[src/hw/rtl/e2q_pkg.sv]
// shared types, constants and the quarter-wave sine table for the euler to quaternion block
package e2q_pkg;

    // field widths
    localparam int ANG_W         = 9;
    localparam int Q_W           = 16;
    localparam int FRAC_BITS_DEF = 15;

    // sine table: one entry per half degree over a quarter wave, Q30
    localparam int TAB_LEN  = 181;
    localparam int TAB_W    = 31;
    localparam int TAB_FRAC = 30;
    localparam int IDX_W    = 8;

    // signed factor and product widths
    localparam int FAC_W = 32;
    localparam int P_W   = 62;
    localparam int S_W   = 63;

    // half-angle positions on the circle, in half-degree units
    localparam int A_W = 10;
    localparam logic [A_W-1:0] QTR_TURN  = 10'd180;
    localparam logic [A_W-1:0] HALF_TURN = 10'd360;
    localparam logic [A_W-1:0] TQTR_TURN = 10'd540;
    localparam logic [A_W-1:0] FULL_TURN = 10'd720;

    // folded table address with the sign of the quadrant
    typedef struct packed {
        logic             neg;
        logic [IDX_W-1:0] idx;
    } fold_t;

    typedef logic [TAB_W-1:0] tab_t [TAB_LEN];

    // table generation constants, evaluated at elaboration only
    localparam logic [63:0] PI_Q62       = 64'hC90F_DAA2_2168_C235;
    localparam logic [63:0] ONE_Q62      = 64'h4000_0000_0000_0000;
    localparam logic [63:0] ROUND_Q32    = 64'h0000_0000_8000_0000;
    localparam logic [63:0] STEP_Q62     = PI_Q62 / 64'd360;
    localparam int          TAYLOR_TERMS = 13;

    // (a * b) >> 62, kept to 64 bits
    function automatic logic [63:0] mul_q62(input logic [63:0] a, input logic [63:0] b);
        logic [127:0] p;
        p = {64'd0, a} * {64'd0, b};
        return p[125:62];
    endfunction

    // unsigned quotient by shift and subtract, elaboration only
    function automatic logic [63:0] udiv64(input logic [63:0] n, input logic [63:0] d);
        logic [63:0] q;
        logic [64:0] rem;
        int          b;
        q   = '0;
        rem = '0;
        for (b = 63; b >= 0; b--)
        begin
            rem = {rem[63:0], n[b]};
            if (rem >= {1'b0, d})
            begin
                rem  = rem - {1'b0, d};
                q[b] = 1'b1;
            end
        end
        return q;
    endfunction

    // taylor series sine per half-degree step, rounded to Q30
    function automatic tab_t build_sin_tab();
        tab_t        tab;
        logic [63:0] x;
        logic [63:0] x2;
        logic [63:0] t;
        logic [63:0] s;
        logic [63:0] d;
        logic [63:0] r;
        int          k;
        int          j;
        for (k = 0; k < TAB_LEN; k++)
        begin
            x  = STEP_Q62 * 64'(k);
            x2 = mul_q62(x, x);
            t  = ONE_Q62;
            for (j = TAYLOR_TERMS; j >= 1; j--)
            begin
                d = 64'(2 * j) * 64'(2 * j + 1);
                t = ONE_Q62 - udiv64(mul_q62(x2, t), d);
            end
            s      = mul_q62(x, t);
            r      = s + ROUND_Q32;
            tab[k] = r[62:32];
        end
        return tab;
    endfunction

    localparam tab_t SIN_TAB = build_sin_tab();

endpackage

[src/hw/rtl/e2q_fold.sv]
// folds one angle into quarter-wave table addresses for its half-angle sine and cosine
module e2q_fold (
    input  logic signed [e2q_pkg::ANG_W-1:0] angle,
    output e2q_pkg::fold_t                   sin_f,
    output e2q_pkg::fold_t                   cos_f
);
    import e2q_pkg::*;

    logic signed [A_W:0]  sin_s;
    logic signed [A_W:0]  cos_s;
    logic        [A_W-1:0] sin_a;
    logic        [A_W-1:0] cos_a;

    // map a position on the circle onto the quarter wave with a sign
    function automatic fold_t fold_pos(input logic [A_W-1:0] a);
        fold_t f;
        f.neg = 1'b0;
        f.idx = '0;
        if (a <= QTR_TURN)
        begin
            f.idx = a[IDX_W-1:0];
        end
        else if (a <= HALF_TURN)
        begin
            f.idx = IDX_W'(HALF_TURN - a);
        end
        else if (a <= TQTR_TURN)
        begin
            f.neg = 1'b1;
            f.idx = IDX_W'(a - HALF_TURN);
        end
        else
        begin
            f.neg = 1'b1;
            f.idx = IDX_W'(FULL_TURN - a);
        end
        return f;
    endfunction

    // half-angle in half-degree units is the angle in degrees; wrap into one turn
    always_comb
    begin
        sin_s = (A_W+1)'(angle);
        cos_s = (A_W+1)'(angle) + (A_W+1)'(signed'({1'b0, QTR_TURN}));
        sin_a = (sin_s < 0) ? A_W'(sin_s + (A_W+1)'(signed'({1'b0, FULL_TURN}))) : A_W'(sin_s);
        cos_a = (cos_s < 0) ? A_W'(cos_s + (A_W+1)'(signed'({1'b0, FULL_TURN}))) : A_W'(cos_s);
        sin_f = fold_pos(sin_a);
        cos_f = fold_pos(cos_a);
    end

endmodule

[config.mk]
export PLATFORM = sky130hd
export DESIGN_NAME = e2q_fold
export DESIGN_NICKNAME = d
export VERILOG_FILES = /design/src/hw/rtl/e2q_pkg.sv /design/src/hw/rtl/e2q_fold.sv
export SDC_FILE = /design/constraint.sdc
export NUM_CORES = 1
export LEC_CHECK = 0
export ABC_AREA = 1
export BUFFER_PORTS_ARGS = -buffer_cell sky130_fd_sc_hd__buf_2
export CAP_MARGIN = 25
export CORE_MARGIN = 3
export CORE_UTILIZATION = 45
export DETAILED_ROUTE_END_ITERATION = 12
export GPL_ROUTABILITY_DRIVEN = 0
export PLACE_DENSITY = 0.7
export SYNTH_ARGS = -nofsm -noshare
export SYNTH_HDL_FRONTEND = slang
export SYNTH_SLANG_ARGS = --single-unit
[constraint.sdc]
create_clock -name vclk -period 3.6
set_clock_uncertainty 0.2 [all_clocks]
set_input_delay 0.9 -clock vclk [all_inputs]
set_output_delay 0.9 -clock vclk [all_outputs]
set_load 0.02 [all_outputs]
==> impl_summary.log, run 1 <==
INFO  metric status = finished with violations
INFO  metric violations_in_the_final_reports = negative setup slack
INFO  metric top_cell_type_s_share_of_synthesized_area = 21.8%
INFO  metric place_worst_setup_slack = -0.357 ns
INFO  metric layoutNonFillerInstCount = about 400
INFO  metric worst-endpoint-arrival = roughly 2.8 ns
INFO  metric yosysUniqueCellTypes = 32
INFO  metric syn-cell-area = 1520 um2
INFO  metric core_region_area = between 3000 and 4000 um2
INFO  metric buffer_ports.inserted = 27
INFO  metric totalWireLength = between 6000 and 7000 um
INFO  metric min_path_type = primary input to primary output
INFO  metric yosys.area_share.xor_xnor = 10.3%
INFO  metric clockBufferCount = 0
INFO  metric synth.top_cells.by_area = sky130_fd_sc_hd__nand2_1 22%, sky130_fd_sc_hd__ha_1 14%, sky130_fd_sc_hd__xor2_1 8.7%
INFO  metric synth_nets = about 290
INFO  metric syn2layout_area_growth = 84.4%
INFO  metric stdcell_area = ~2800 um2
INFO  metric dp.final_hpwl = approximately 3500 um
INFO  metric postPlaceCellArea = 2250 um2
INFO  metric final_max_slew_viol_count = 0
INFO  metric post-synth-top-area-cell = sky130_fd_sc_hd__nand2_1
INFO  metric tightestPinTransition = a little over 0.4 ns
INFO  metric synth_adder_area_share = 14.0%
INFO  metric timing.hold.worst_path_depth = 3
INFO  metric place.detailed.instances = roughly 390
INFO  metric rsz0062_at_grt = yes
INFO  metric die-area = about 4100 um2
INFO  metric timing.hold.ws = between 1.5 and 2 ns
INFO  metric syn_inst = 261
INFO  metric post-route-drc-count = 0
INFO  metric post-layout-total-power = just under 700 uW
INFO  metric grt_max_degree = 10
INFO  metric drt-vias-per-instance = ~5.7
INFO  metric synth-simple-area-share = 47.8%
INFO  metric floorplan.die.width = between 60 and 70 um
INFO  metric final.setup.worst_slack = -0.327 ns
INFO  metric drt-initial-drc-count = roughly 150
INFO  metric syn_area_per_cell = 5.81 um2
INFO  metric ant_nets = 0
INFO  metric power.static_leakage = roughly 1.4 nW
INFO  metric nets_final = around 380
INFO  metric dominant_cell_by_count_in_the_synthesized_netlist = sky130_fd_sc_hd__nand2_1
INFO  metric slew_hr = between 70 and 80%
INFO  metric synth_compound_area_share = between 10% and 20%
INFO  metric design.portCount = 27
INFO  metric fillers = ~150
INFO  metric first_global_vias = approximately 1900
INFO  metric global_route.usage.total = approximately 22%
INFO  metric die-height = 64.0 um
INFO  metric origin_of_the_worst_min_delay_path = angle[0]
INFO  metric synth.yosys.seq_area_share = 0%
INFO  metric finalSetupViolCount = 15
INFO  metric routedWlPerCell = 16.6 um
INFO  metric layout.core_utilization = 89.3%
INFO  metric fp-row-count = 20
INFO  metric n_sequential_cell = 0
INFO  metric layout-drive-gt1-share = 60.6%
INFO  metric synth.mux.area_fraction = 0%
INFO  metric ir_drop = around 0.00015 V
INFO  metric wire_length_of_the_first_global_routing_pass = 7840 um
INFO  metric regArea = 0 um2
INFO  metric finalWorstPathRequiredPeriod = approximately 3.9 ns
INFO  metric cts-hold-fix-buffers = 0
INFO  metric globalRouteOverflowTotal = 0
INFO  metric timing.hold.worst_endpoint = cos_f[0]
INFO  metric max_cap_viol_count = 0
INFO  metric end_kind = primary output
INFO  metric synth_commonest_cells = 88 x sky130_fd_sc_hd__nand2_1, 29 x sky130_fd_sc_hd__inv_1, 17 x sky130_fd_sc_hd__ha_1
INFO  metric yosysWarnings = 0
INFO  metric timing.final.crit_share = 109%
INFO  metric critical_path.max_fanout = 4
INFO  metric path_class = primary input to primary output
INFO  metric detailedRoute.firstPassIterationCount = 5
INFO  metric required_worst_endpoint = between 2 and 3 ns
INFO  metric ant_cells = 0
INFO  metric final-hold-violation-count = 0
INFO  metric synth_top_family_by_area = simple AND/OR/NAND/NOR gates
INFO  metric power.density = 243 nW/um2
INFO  metric initial_core_util = between 40% and 50%
INFO  metric fin_tns_setup = -2.93 ns
INFO  metric cp-start-kind = primary input
INFO  metric grt_antenna_before_repair = 0
INFO  metric fmax = approximately 250 MHz
INFO  metric routed-via-count = about 2300
## worst max-delay path, cell delays in order
cell,delay (ns)
sky130_fd_sc_hd__buf_8,0.11
sky130_fd_sc_hd__buf_12,0.14
sky130_fd_sc_hd__xor2_4,0.20
sky130_fd_sc_hd__inv_2,0.09
sky130_fd_sc_hd__ha_1,0.15
sky130_fd_sc_hd__inv_1,0.05
sky130_fd_sc_hd__o21ai_2,0.27
sky130_fd_sc_hd__nand2_1,0.12
sky130_fd_sc_hd__o21ai_1,0.12
sky130_fd_sc_hd__a21oi_2,0.08
sky130_fd_sc_hd__nor3_1,0.34
sky130_fd_sc_hd__nor2b_2,0.10
sky130_fd_sc_hd__buf_6,0.15
## worst max-delay path by stage
stage	start	endpoint	slack, ns	depth (start not counted)
4_1_cts	angle[3]	cos_f[6]	-0.22	17
5_1_grt	angle[5]	cos_f[7]	-0.43	20
3_5_place_dp	angle[5]	cos_f[5]	-0.36	18
3_3_place_gp	angle[5]	cos_f[5]	-0.35	18
6_report	angle[4]	sin_f[5]	-0.33	13
2_1_floorplan	angle[3]	cos_f[4]	-0.03	15
## routing by layer
| layer | global-route usage, % | vias to the layer above | share of wire (%) |
|---|---|---|---|
| met5 | 0 | - | 0 |
| met4 | 1.35 | 0 | 5.7 |
| met3 | 0 | 39 | 5.4 |
| met2 | 44.0 | 129 | 51 |
| met1 | 28.1 | 1063 | 37 |
| li1 | - | 1026 | - |
## area by class of cell
type / count / area, um2 / share of cell area (%)
repair buffers: 97 / 792 / 28.3
multi-input cells: 219 / 1770 / 63.3
well taps: 44 / 55.1 / 1.97
inverters: 39 / 179 / 6.40
## what timing repair did
item / in CTS / in global routing
gates cloned: 0 / 1
resized for setup: 48 / 93
setup buffers: 4 / 7
pin swaps: 26 / 33
setup endpoints to repair: 14 / 15
## logic make-up after synthesis
| family | after synthesis |
|---|---|
| AND/OR/NAND/NOR | 145 |
| buffers and inverters | 43 |
| AO/OA/AOI/OAI | 39 |
| XOR/XNOR | 17 |
| adder cells (fa/ha/maj) | 17 |
## where the power goes
group / total [mW] / internal (mW) / leakage, nW / switching [mW]
Combinational: 0.680 / 0.293 / 1.38 / 0.387
Sequential: 0 / 0 / 0 / 0
Clock: 0 / 0 / 0 / 0
Total: 0.680 / 0.293 / 1.38 / 0.387
## cell usage in the layout, fill, tap and decap left out, types with 2 or more instances in the layout
cell type                  Yosys  routed
sky130_fd_sc_hd__nand3_1      16      11
sky130_fd_sc_hd__nor2_2        3       3
sky130_fd_sc_hd__o21ai_1       5       8
sky130_fd_sc_hd__inv_1        29      18
sky130_fd_sc_hd__xor2_4        0       2
sky130_fd_sc_hd__inv_4         2       3
sky130_fd_sc_hd__nor2_1        7       4
sky130_fd_sc_hd__nand2_1      88      62
sky130_fd_sc_hd__nand2_4       7      14
sky130_fd_sc_hd__nand3_2       5       5
sky130_fd_sc_hd__nor3_1        4       4
sky130_fd_sc_hd__buf_8         0       2
sky130_fd_sc_hd__ha_2          0       5
sky130_fd_sc_hd__nand2_2       6      26
sky130_fd_sc_hd__inv_2         6      12
sky130_fd_sc_hd__nor2_4        3       6
sky130_fd_sc_hd__buf_6         0      13
sky130_fd_sc_hd__buf_2         0      10
sky130_fd_sc_hd__a21oi_1       9       2
sky130_fd_sc_hd__a21oi_4       0       3
sky130_fd_sc_hd__nand4_1       4       4
sky130_fd_sc_hd__xor2_1       15      13
sky130_fd_sc_hd__a21oi_2       0       4
sky130_fd_sc_hd__ha_1         17       8
sky130_fd_sc_hd__buf_12        0       2
sky130_fd_sc_hd__ha_4          0       4
sky130_fd_sc_hd__nand3_4       1       6
sky130_fd_sc_hd__o21ai_4       2       2
sky130_fd_sc_hd__buf_4         3      70
sky130_fd_sc_hd__inv_6         0       3
sky130_fd_sc_hd__o21ai_2       0      10
sky130_fd_sc_hd__o211ai_1      2       2
sky130_fd_sc_hd__o21ai_0      16       3
(Power assumes the default switching activity.)
==> run 2: changes to the inputs <==
--- a/config.mk
+++ b/config.mk
@@ -6,13 +6,13 @@
 export NUM_CORES = 1
 export LEC_CHECK = 0
 export ABC_AREA = 1
-export BUFFER_PORTS_ARGS = -buffer_cell sky130_fd_sc_hd__buf_2
+export BUFFER_PORTS_ARGS = -buffer_cell sky130_fd_sc_hd__buf_4
 export CAP_MARGIN = 25
 export CORE_MARGIN = 3
 export CORE_UTILIZATION = 45
 export DETAILED_ROUTE_END_ITERATION = 12
 export GPL_ROUTABILITY_DRIVEN = 0
-export PLACE_DENSITY = 0.7
+export PLACE_DENSITY = 0.71
 export SYNTH_ARGS = -nofsm -noshare
 export SYNTH_HDL_FRONTEND = slang
 export SYNTH_SLANG_ARGS = --single-unit
==> impl_summary.log, run 2 (synthesis results as in run 1) <==
INFO  metric post-route-drc-count = 0 (unchanged)
INFO  metric finalSetupViolCount = 15 (unchanged)
INFO  metric fmax = 246 MHz (-3.5%)
INFO  metric global_route.usage.total = 26.4% (+4.0 points)
INFO  metric regArea = 0 um2 (unchanged)
INFO  metric rsz0062_at_grt = yes
INFO  metric violations_in_the_final_reports = negative setup slack
INFO  metric ir_drop = 0.000153 V (+2.8%)
INFO  metric fp-row-count = 20 (unchanged)
INFO  metric worst_setup_path_startpoint = angle[3]
INFO  metric worstSetupEndpoint = cos_f[6]
INFO  metric initial_core_util = 48.4% (unchanged)
INFO  metric die-height = 64.0 um (unchanged)
INFO  metric final.setup.worst_slack = -0.469 ns (-0.142 ns)
INFO  metric cts-hold-fix-buffers = 0 (unchanged)
INFO  metric final_max_slew_viol_count = 0 (unchanged)
INFO  metric place_worst_setup_slack = -0.351 ns (+0.00623 ns)
INFO  metric syn2layout_area_growth = 84.9%
INFO  metric clockBufferCount = 0 (unchanged)
INFO  metric required_worst_endpoint = 2.50 ns (about the same)
INFO  metric end_kind = primary output
INFO  metric power.density = 251 nW/um2 (+3.3%)
INFO  metric finalWorstPathRequiredPeriod = 4.07 ns (+0.142 ns)
INFO  metric timing.final.crit_share = 113% (+4.0 points)
INFO  metric post-layout-total-power = 704 uW (+3.6%)
INFO  metric buffer_ports.inserted = 27 (unchanged)
INFO  metric grt_max_degree = 10 (unchanged)
INFO  metric timing.hold.ws = 1.92 ns (-0.0217 ns)
INFO  metric core_region_area = 3130 um2 (unchanged)
INFO  metric detailedRoute.firstPassIterationCount = 4 (-1)
INFO  metric n_sequential_cell = 0 (unchanged)
INFO  metric wire_length_of_the_first_global_routing_pass = 9050 um (+15%)
INFO  metric totalWireLength = 6680 um (+0.83%)
INFO  metric min_path_type = primary input to primary output
INFO  metric dp.final_hpwl = 3670 um (+5.5%)
INFO  metric floorplan.die.width = 64.0 um (unchanged)
INFO  metric routedWlPerCell = 16.7 um (+0.58%)
INFO  metric layout_commonest_cell = sky130_fd_sc_hd__buf_4
INFO  metric path_class = primary input to primary output
INFO  metric ant_cells = 0 (unchanged)
INFO  metric layout-drive-gt1-share = 56.5% (-4.1 points)
INFO  metric design.portCount = 27 (unchanged)
INFO  metric routed-via-count = 2275 (+0.80%)
INFO  metric final-hold-violation-count = 0 (unchanged)
INFO  metric layout.cells.most_common_list = 75 x sky130_fd_sc_hd__buf_4, 69 x sky130_fd_sc_hd__nand2_1, 21 x sky130_fd_sc_hd__nand2_2
INFO  metric power.static_leakage = 1.40 nW (+1.5%)
INFO  metric drt-initial-drc-count = 227 (+57%)
INFO  metric first_global_vias = 2068 (+9.8%)
INFO  metric nets_final = 384 (+0.26%)
INFO  metric slew_hr = 79.7% (+7.6 points)
INFO  metric status = finished with violations
INFO  metric cp-start-kind = primary input
INFO  metric drt-vias-per-instance = 5.69 (+0.55%)
INFO  metric critical_path.max_fanout = 6 (+2)
INFO  metric die-area = 4100 um2 (unchanged)
INFO  metric max_cap_viol_count = 0 (unchanged)
INFO  metric grt_antenna_before_repair = 0 (unchanged)
INFO  metric globalRouteOverflowTotal = 0 (unchanged)
INFO  metric worst-endpoint-arrival = 2.97 ns (+0.14 ns)
INFO  metric tightestPinTransition = 0.301 ns (-0.113 ns)
INFO  metric ant_nets = 0 (unchanged)
run 2: cell types whose count changed in the layout (fill, tap and decap cells not counted), moves of 4 or more:
| cell | previous run | this run |
|---|---|---|
| sky130_fd_sc_hd__ha_1 | 8 | 12 |
| sky130_fd_sc_hd__o21ai_2 | 10 | 6 |
| sky130_fd_sc_hd__inv_4 | 3 | 9 |
| sky130_fd_sc_hd__buf_2 | 10 | 0 |
| sky130_fd_sc_hd__nand2_1 | 62 | 69 |
| sky130_fd_sc_hd__buf_6 | 13 | 20 |
| sky130_fd_sc_hd__buf_4 | 70 | 75 |
| sky130_fd_sc_hd__nand2_2 | 26 | 21 |
run 2: worst min path at each step:
stage,from,to,cells after the start
2_1_floorplan,angle[0],cos_f[0],1
3_3_place_gp,angle[0],cos_f[0],3
3_5_place_dp,angle[0],sin_f[0],3
4_1_cts,angle[0],sin_f[0],3
5_1_grt,angle[0],sin_f[0],3
6_report,angle[0],sin_f[0],3
run 2: stage by stage:
step / setup TNS (ns) / instance area, um2 / utilization (%) / cells
2_1_floorplan: -0.0962 / 1630 / - / 261
3_3_place_gp: -2.76 / 2290 / 73.4 / 386
3_5_place_dp: -3.05 / 2290 / 73.4 / 386
4_1_cts: -1.37 / 2610 / 83.6 / 395
5_1_grt: -4.57 / 2800 / 89.6 / 400
6_report: -3.27 / 2800 / 89.6 / 400
run 2: power by group:
| group | internal [mW] | switching [mW] |
|---|---|---|
| Sequential | 0 | 0 |
| Combinational | 0.306 | 0.398 |
| Clock | 0 | 0 |
| Total | 0.306 | 0.398 |
run 2: area by class of cell:
type,instances,area [um2]
Inverter,39,174
Multi-Input combinational cell,218,1720
Tap cell,44,55.1
Fill cell,147,327
Timing Repair Buffer,99,848
run 2: layer usage:
layer / GRT usage (%) / up-vias / part of all wire [%]
li1: - / 1037 / -
met1: 31.7 / 1064 / 37
met2: 50.7 / 140 / 52
met3: 0.879 / 34 / 6.9
met4: 6.47 / 0 / 4.5
met5: 0 / - / 0
run 2: critical path: stages:
cell,delay (ns)
sky130_fd_sc_hd__buf_8,0.11
sky130_fd_sc_hd__nand2_4,0.07
sky130_fd_sc_hd__nand3_4,0.09
sky130_fd_sc_hd__buf_6,0.13
sky130_fd_sc_hd__nand2_4,0.08
sky130_fd_sc_hd__nand2_4,0.06
sky130_fd_sc_hd__nor2_4,0.17
sky130_fd_sc_hd__nand2_2,0.09
sky130_fd_sc_hd__nand2_4,0.13
sky130_fd_sc_hd__buf_6,0.11
sky130_fd_sc_hd__nand2_1,0.09
sky130_fd_sc_hd__nand2_1,0.12
sky130_fd_sc_hd__xor2_1,0.22
sky130_fd_sc_hd__nand2_1,0.09
sky130_fd_sc_hd__nand2_1,0.10
sky130_fd_sc_hd__nand2_1,0.08
sky130_fd_sc_hd__nand2_1,0.08
sky130_fd_sc_hd__nand2_1,0.06
sky130_fd_sc_hd__nand2_1,0.07
sky130_fd_sc_hd__buf_6,0.11
run 2: repair_timing:
| action | CTS | global route |
|---|---|---|
| endpoints found under the setup margin | 14 | 15 |
| setup buffers | 9 | 5 |
| resized for setup | 77 | 40 |
| pin swaps | 46 | 41 |
==> run 3: changes to the inputs <==
--- a/config.mk
+++ b/config.mk
@@ -5,14 +5,13 @@
 export SDC_FILE = /design/constraint.sdc
 export NUM_CORES = 1
 export LEC_CHECK = 0
-export ABC_AREA = 1
 export BUFFER_PORTS_ARGS = -buffer_cell sky130_fd_sc_hd__buf_4
 export CAP_MARGIN = 25
 export CORE_MARGIN = 3
 export CORE_UTILIZATION = 45
 export DETAILED_ROUTE_END_ITERATION = 12
 export GPL_ROUTABILITY_DRIVEN = 0
-export PLACE_DENSITY = 0.71
+export PLACE_DENSITY = 0.72
 export SYNTH_ARGS = -nofsm -noshare
 export SYNTH_HDL_FRONTEND = slang
 export SYNTH_SLANG_ARGS = --single-unit
==> impl_summary.log, run 3 <==
INFO  metric status = did not finish
INFO  metric outcome.stop_stage = global routing (5_1_grt)
INFO  metric run.stop_error = [ERROR DPL-0038] Utilization greater than 100%, impossible to legalize
INFO  metric die-height = 62.4 um (-2.5%)
INFO  metric top_cell_type_s_share_of_synthesized_area = 14.9% (-6.9 points)
INFO  metric syn_area_per_cell = 6.88 um2 (+19%)
INFO  metric yosysWarnings = 0 (unchanged)
INFO  metric floorplan.die.width = 62.4 um (-2.5%)
INFO  metric place.detailed.instances = 341 (-12%)
INFO  metric synth_nets = 234 (-18%)
INFO  metric grt_max_degree = 11
INFO  metric place_worst_setup_slack = -0.900 ns (-0.549 ns)
INFO  metric yosysUniqueCellTypes = 55 (+72%)
INFO  metric post-synth-top-area-cell = sky130_fd_sc_hd__ha_1
INFO  metric synth.top_cells.by_area = sky130_fd_sc_hd__ha_1 15%, sky130_fd_sc_hd__a21oi_1 8.0%, sky130_fd_sc_hd__xnor2_1 7.3%
INFO  metric synth.yosys.seq_area_share = 0% (unchanged)
INFO  metric initial_core_util = 49.4% (+0.91 points)
INFO  metric design.portCount = 27 (unchanged)
INFO  metric synth_commonest_cells = 23 x sky130_fd_sc_hd__a21oi_1, 21 x sky130_fd_sc_hd__nand2_1, 17 x sky130_fd_sc_hd__ha_1
INFO  metric fp-row-count = 19 (-5.0%)
INFO  metric cts-hold-fix-buffers = 0 (unchanged)
INFO  metric syn_inst = 208 (-20%)
INFO  metric buffer_ports.inserted = 27 (unchanged)
INFO  metric dp.final_hpwl = 4200 um (+14%)
INFO  metric worst_endpoint_kind = output port
INFO  metric syn-cell-area = 1430 um2 (-5.5%)
INFO  metric timing.grt.repair.worst_endpoint = cos_f[4]
INFO  metric dominant_cell_by_count_in_the_synthesized_netlist = sky130_fd_sc_hd__a21oi_1
## run 3: cell count changes after synthesis, sizes merged, moves of 5 or more
cell,change
xnor2,+13
xor2,-14
clkbuf,+6
a21oi,+15
nand2,-79
a211oi,+5
nand3,-13
o21ai,-10
inv,-24
## run 3: metrics by stage
stage / hold WS [ns] / instance area [um2] / util, %
after floorplan: 1.71 / 1610 / -
after global placement: 1.92 / 2380 / 82.1
after detailed placement: 1.93 / 2380 / 82.1
after CTS: 1.93 / 2700 / 93.2
## run 3: timing repair
action                                  CTS
endpoints found under the setup margin   15
resized for setup                        58
setup buffers                             7
pin swaps                                22
## run 3: cell families after synthesis
logic type      share of synthesized area [%]
simple gates                             22.6
mux                                      3.76
compound gates                           39.0
xor+xnor                                 10.8
fa+ha+maj                                14.9
buf+inv                                  8.92
==> run 4: changes to the inputs <==
--- a/config.mk
+++ b/config.mk
@@ -8,10 +8,10 @@
 export BUFFER_PORTS_ARGS = -buffer_cell sky130_fd_sc_hd__buf_4
 export CAP_MARGIN = 25
 export CORE_MARGIN = 3
-export CORE_UTILIZATION = 45
+export CORE_UTILIZATION = 30
 export DETAILED_ROUTE_END_ITERATION = 12
 export GPL_ROUTABILITY_DRIVEN = 0
-export PLACE_DENSITY = 0.72
+export PLACE_DENSITY_LB_ADDON = 0.15
 export SYNTH_ARGS = -nofsm -noshare
 export SYNTH_HDL_FRONTEND = slang
 export SYNTH_SLANG_ARGS = --single-unit
==> constraint.sdc (replaced) <==
create_clock -name vclk -period 4.7
set_clock_uncertainty 0.2 [all_clocks]
set_input_delay 1.175 -clock vclk [all_inputs]
set_output_delay 1.175 -clock vclk [all_outputs]
set_load 0.02 [all_outputs]
==> impl_summary.log, run 4 <==
INFO  metric timing.hold.worst_endpoint = sin_f[0]
INFO  metric fillers = 425
INFO  metric final-hold-violation-count = 0
INFO  metric grt_use_met1 = a little under a quarter
INFO  metric syn-cell-area = 1430 um2 (unchanged)
INFO  metric wire_length_of_the_first_global_routing_pass = just over 7000 um
INFO  metric globalRouteOverflowTotal = 0
INFO  metric max_cap_viol_count = 0
INFO  metric origin_of_the_worst_min_delay_path = angle[0]
INFO  metric yosysUniqueCellTypes = 55 (unchanged)
INFO  metric clock_power_share = 0%
INFO  metric synth_commonest_cells = 23 x sky130_fd_sc_hd__a21oi_1, 21 x sky130_fd_sc_hd__nand2_1, 17 x sky130_fd_sc_hd__ha_1
INFO  metric ir_drop = just under 0.00006 V
INFO  metric initial_core_util = 32.0% (-17 points)
INFO  metric routed-via-count = roughly 1800
INFO  metric grt_max_degree = 12
INFO  metric fmax = between 200 and 250 MHz
INFO  metric first_global_vias = ~1600
INFO  metric violations_in_the_final_reports = negative setup slack
INFO  metric power.share.switching = 49.7%
INFO  metric totalWireLength = between 4000 and 5000 um
INFO  metric end_kind = primary output
INFO  metric synth.top_cells.by_area = sky130_fd_sc_hd__ha_1 15%, sky130_fd_sc_hd__a21oi_1 8.0%, sky130_fd_sc_hd__xnor2_1 7.3%
INFO  metric grt.met2_usage = 25.5%
INFO  metric finalWorstPathRequiredPeriod = 4.96 ns
INFO  metric min_path_type = primary input to primary output
INFO  metric path_class = primary input to primary output
INFO  metric floorplan.die.width = 75.1 um (+20%)
INFO  metric top_cell_type_s_share_of_synthesized_area = 14.9% (unchanged)
INFO  metric syn_area_per_cell = 6.88 um2 (unchanged)
INFO  metric layout_commonest_cell = sky130_fd_sc_hd__buf_4
INFO  metric required_worst_endpoint = 3.32 ns
INFO  metric layout.cells.most_common_list = 80 x sky130_fd_sc_hd__buf_4, 22 x sky130_fd_sc_hd__a21oi_1, 21 x sky130_fd_sc_hd__nand2_1
INFO  metric cell_internal_pwr = a little over 200 uW
INFO  metric fin_tns_setup = -1.55 ns
INFO  metric gr-max-usage-layer = met2
INFO  metric grt_antenna_before_repair = 0
INFO  metric fp-row-count = 24 (+5)
INFO  metric ant_nets = 0
INFO  metric ant_cells = 0
INFO  metric dominant_cell_by_count_in_the_synthesized_netlist = sky130_fd_sc_hd__a21oi_1
INFO  metric regArea = 0 um2
INFO  metric global_route.usage.total = between 10% and 20%
INFO  metric met3_usage = 0%
INFO  metric yosysWarnings = 0 (unchanged)
INFO  metric n_sequential_cell = 0
INFO  metric die-area = roughly 5600 um2
INFO  metric post-layout-total-power = roughly 400 uW
INFO  metric layout-drive-gt1-share = a little under half
INFO  metric synth.yosys.seq_area_share = 0% (unchanged)
INFO  metric power.density = between 150 and 200 nW/um2
INFO  metric synth_nets = 234 (unchanged)
INFO  metric nets_final = about 310
INFO  metric timing.final.crit_share = 105%
INFO  metric drt-vias-per-instance = ~5.4
INFO  metric routedWlPerCell = 13.4 um
INFO  metric detailedRoute.firstPassIterationCount = 4
INFO  metric finalSetupViolCount = 7
INFO  metric post-route-drc-count = 0
INFO  metric rsz0062_at_grt = yes
INFO  metric final.setup.worst_slack = -0.257 ns
INFO  metric core_region_area = 4470 um2
INFO  metric combinationalPowerShare = 100.0%
INFO  metric power_switching = between 150 and 200 uW
INFO  metric clockBufferCount = 0
INFO  metric layout.core_utilization = a little over half
INFO  metric cp-start-kind = primary input
INFO  metric critical_path.max_fanout = 8
INFO  metric slew_hr = 69.0%
INFO  metric die-height = 75.1 um (+20%)
INFO  metric tightestPinTransition = 0.461 ns
INFO  metric dp.final_hpwl = 3710 um (-12%)
INFO  metric seq_power_share = 0%
INFO  metric post-synth-top-area-cell = sky130_fd_sc_hd__ha_1
INFO  metric status = finished with violations
INFO  metric design.portCount = 27 (unchanged)
INFO  metric syn_inst = 208 (unchanged)
INFO  metric buffer_ports.inserted = 27 (unchanged)
INFO  metric syn2layout_area_growth = 68.1%
INFO  metric final_max_slew_viol_count = 0
INFO  metric power.static_leakage = around 1.1 nW
INFO  metric worst-endpoint-arrival = roughly 3.6 ns
INFO  metric place_worst_setup_slack = -0.336 ns (+0.563 ns)
INFO  metric drt-initial-drc-count = between 100 and 150
INFO  metric timing.hold.worst_path_depth = 3
INFO  metric cts-hold-fix-buffers = 0 (unchanged)
## run 4: final cells by class
| cell class | instances | area (um2) | area share (%) |
|---|---|---|---|
| Tap cell | 52 | 65.1 | 2.70 |
| Multi-Input combinational cell | 180 | 1540 | 64.2 |
| Timing Repair Buffer | 92 | 744 | 30.9 |
| Inverter | 14 | 52.6 | 2.18 |
## run 4: how the worst max path moves through the flow
stage                     cells past startpoint  endpoint  slack, ns     start
after detailed placement                     14  cos_f[7]      -0.34  angle[3]
final                                        12  cos_f[7]      -0.26  angle[2]
after global routing                         13  cos_f[4]      -0.37  angle[3]
after global placement                       14  cos_f[7]      -0.32  angle[3]
after CTS                                    13  cos_f[4]      -0.27  angle[3]
after floorplan                              12  cos_f[4]      -0.16  angle[2]
## run 4: what timing repair did
item | 4_1_cts | 5_1_grt
resized for setup | 29 | 12
pin swaps | 12 | 5
setup buffers | 6 | 0
setup endpoints to repair | 7 | 9
## run 4: critical path, cell delays in order
cell and delay, ns:
sky130_fd_sc_hd__buf_6 0.12, sky130_fd_sc_hd__ha_4 0.19, sky130_fd_sc_hd__xnor2_4 0.14, sky130_fd_sc_hd__ha_2 0.18
sky130_fd_sc_hd__or4_4 0.51, sky130_fd_sc_hd__a21o_4 0.25, sky130_fd_sc_hd__nand3_4 0.07, sky130_fd_sc_hd__a21oi_4 0.10
sky130_fd_sc_hd__or2_4 0.31, sky130_fd_sc_hd__o21ai_4 0.16, sky130_fd_sc_hd__mux2i_4 0.24, sky130_fd_sc_hd__buf_6 0.13
## run 4: through the flow
stage / area, um2 / hold slack (ns) / cells
5_1_grt: 2410 / 2.49 / 338
3_5_place_dp: 2170 / 2.47 / 332
3_3_place_gp: 2170 / 2.47 / 332
4_1_cts: 2350 / 2.47 / 338
6_report: 2410 / 2.47 / 338
2_1_floorplan: 1560 / 2.26 / 208
## run 4: per-layer routing
layer / vias up / routed length [um]
met1: 824 / 2210
met3: 6 / 174
met4: 0 / 61
met2: 53 / 2070
met5: - / 0
li1: 929 / -
## run 4: cells by family (layout without fill, tap and decap cells)
logic type	after synthesis	after routing	share of synthesized area (%)
buffers and inverters	28	106	8.92
AND/OR/NAND/NOR	62	62	22.6
AO/OA/AOI/OAI	80	80	39.0
XOR/XNOR	16	16	10.8
multiplexers	5	5	3.76
adder cells (fa/ha/maj)	17	17	14.9
## run 4: power groups by stage
stage / combinational, mW / sequential, mW / clock, mW
after global routing: 0.434 / 0 / 0
after CTS: 0.392 / 0 / 0
after detailed placement: 0.357 / 0 / 0
final: 0.402 / 0 / 0
after global placement: 0.357 / 0 / 0
after floorplan: 0.220 / 0 / 0
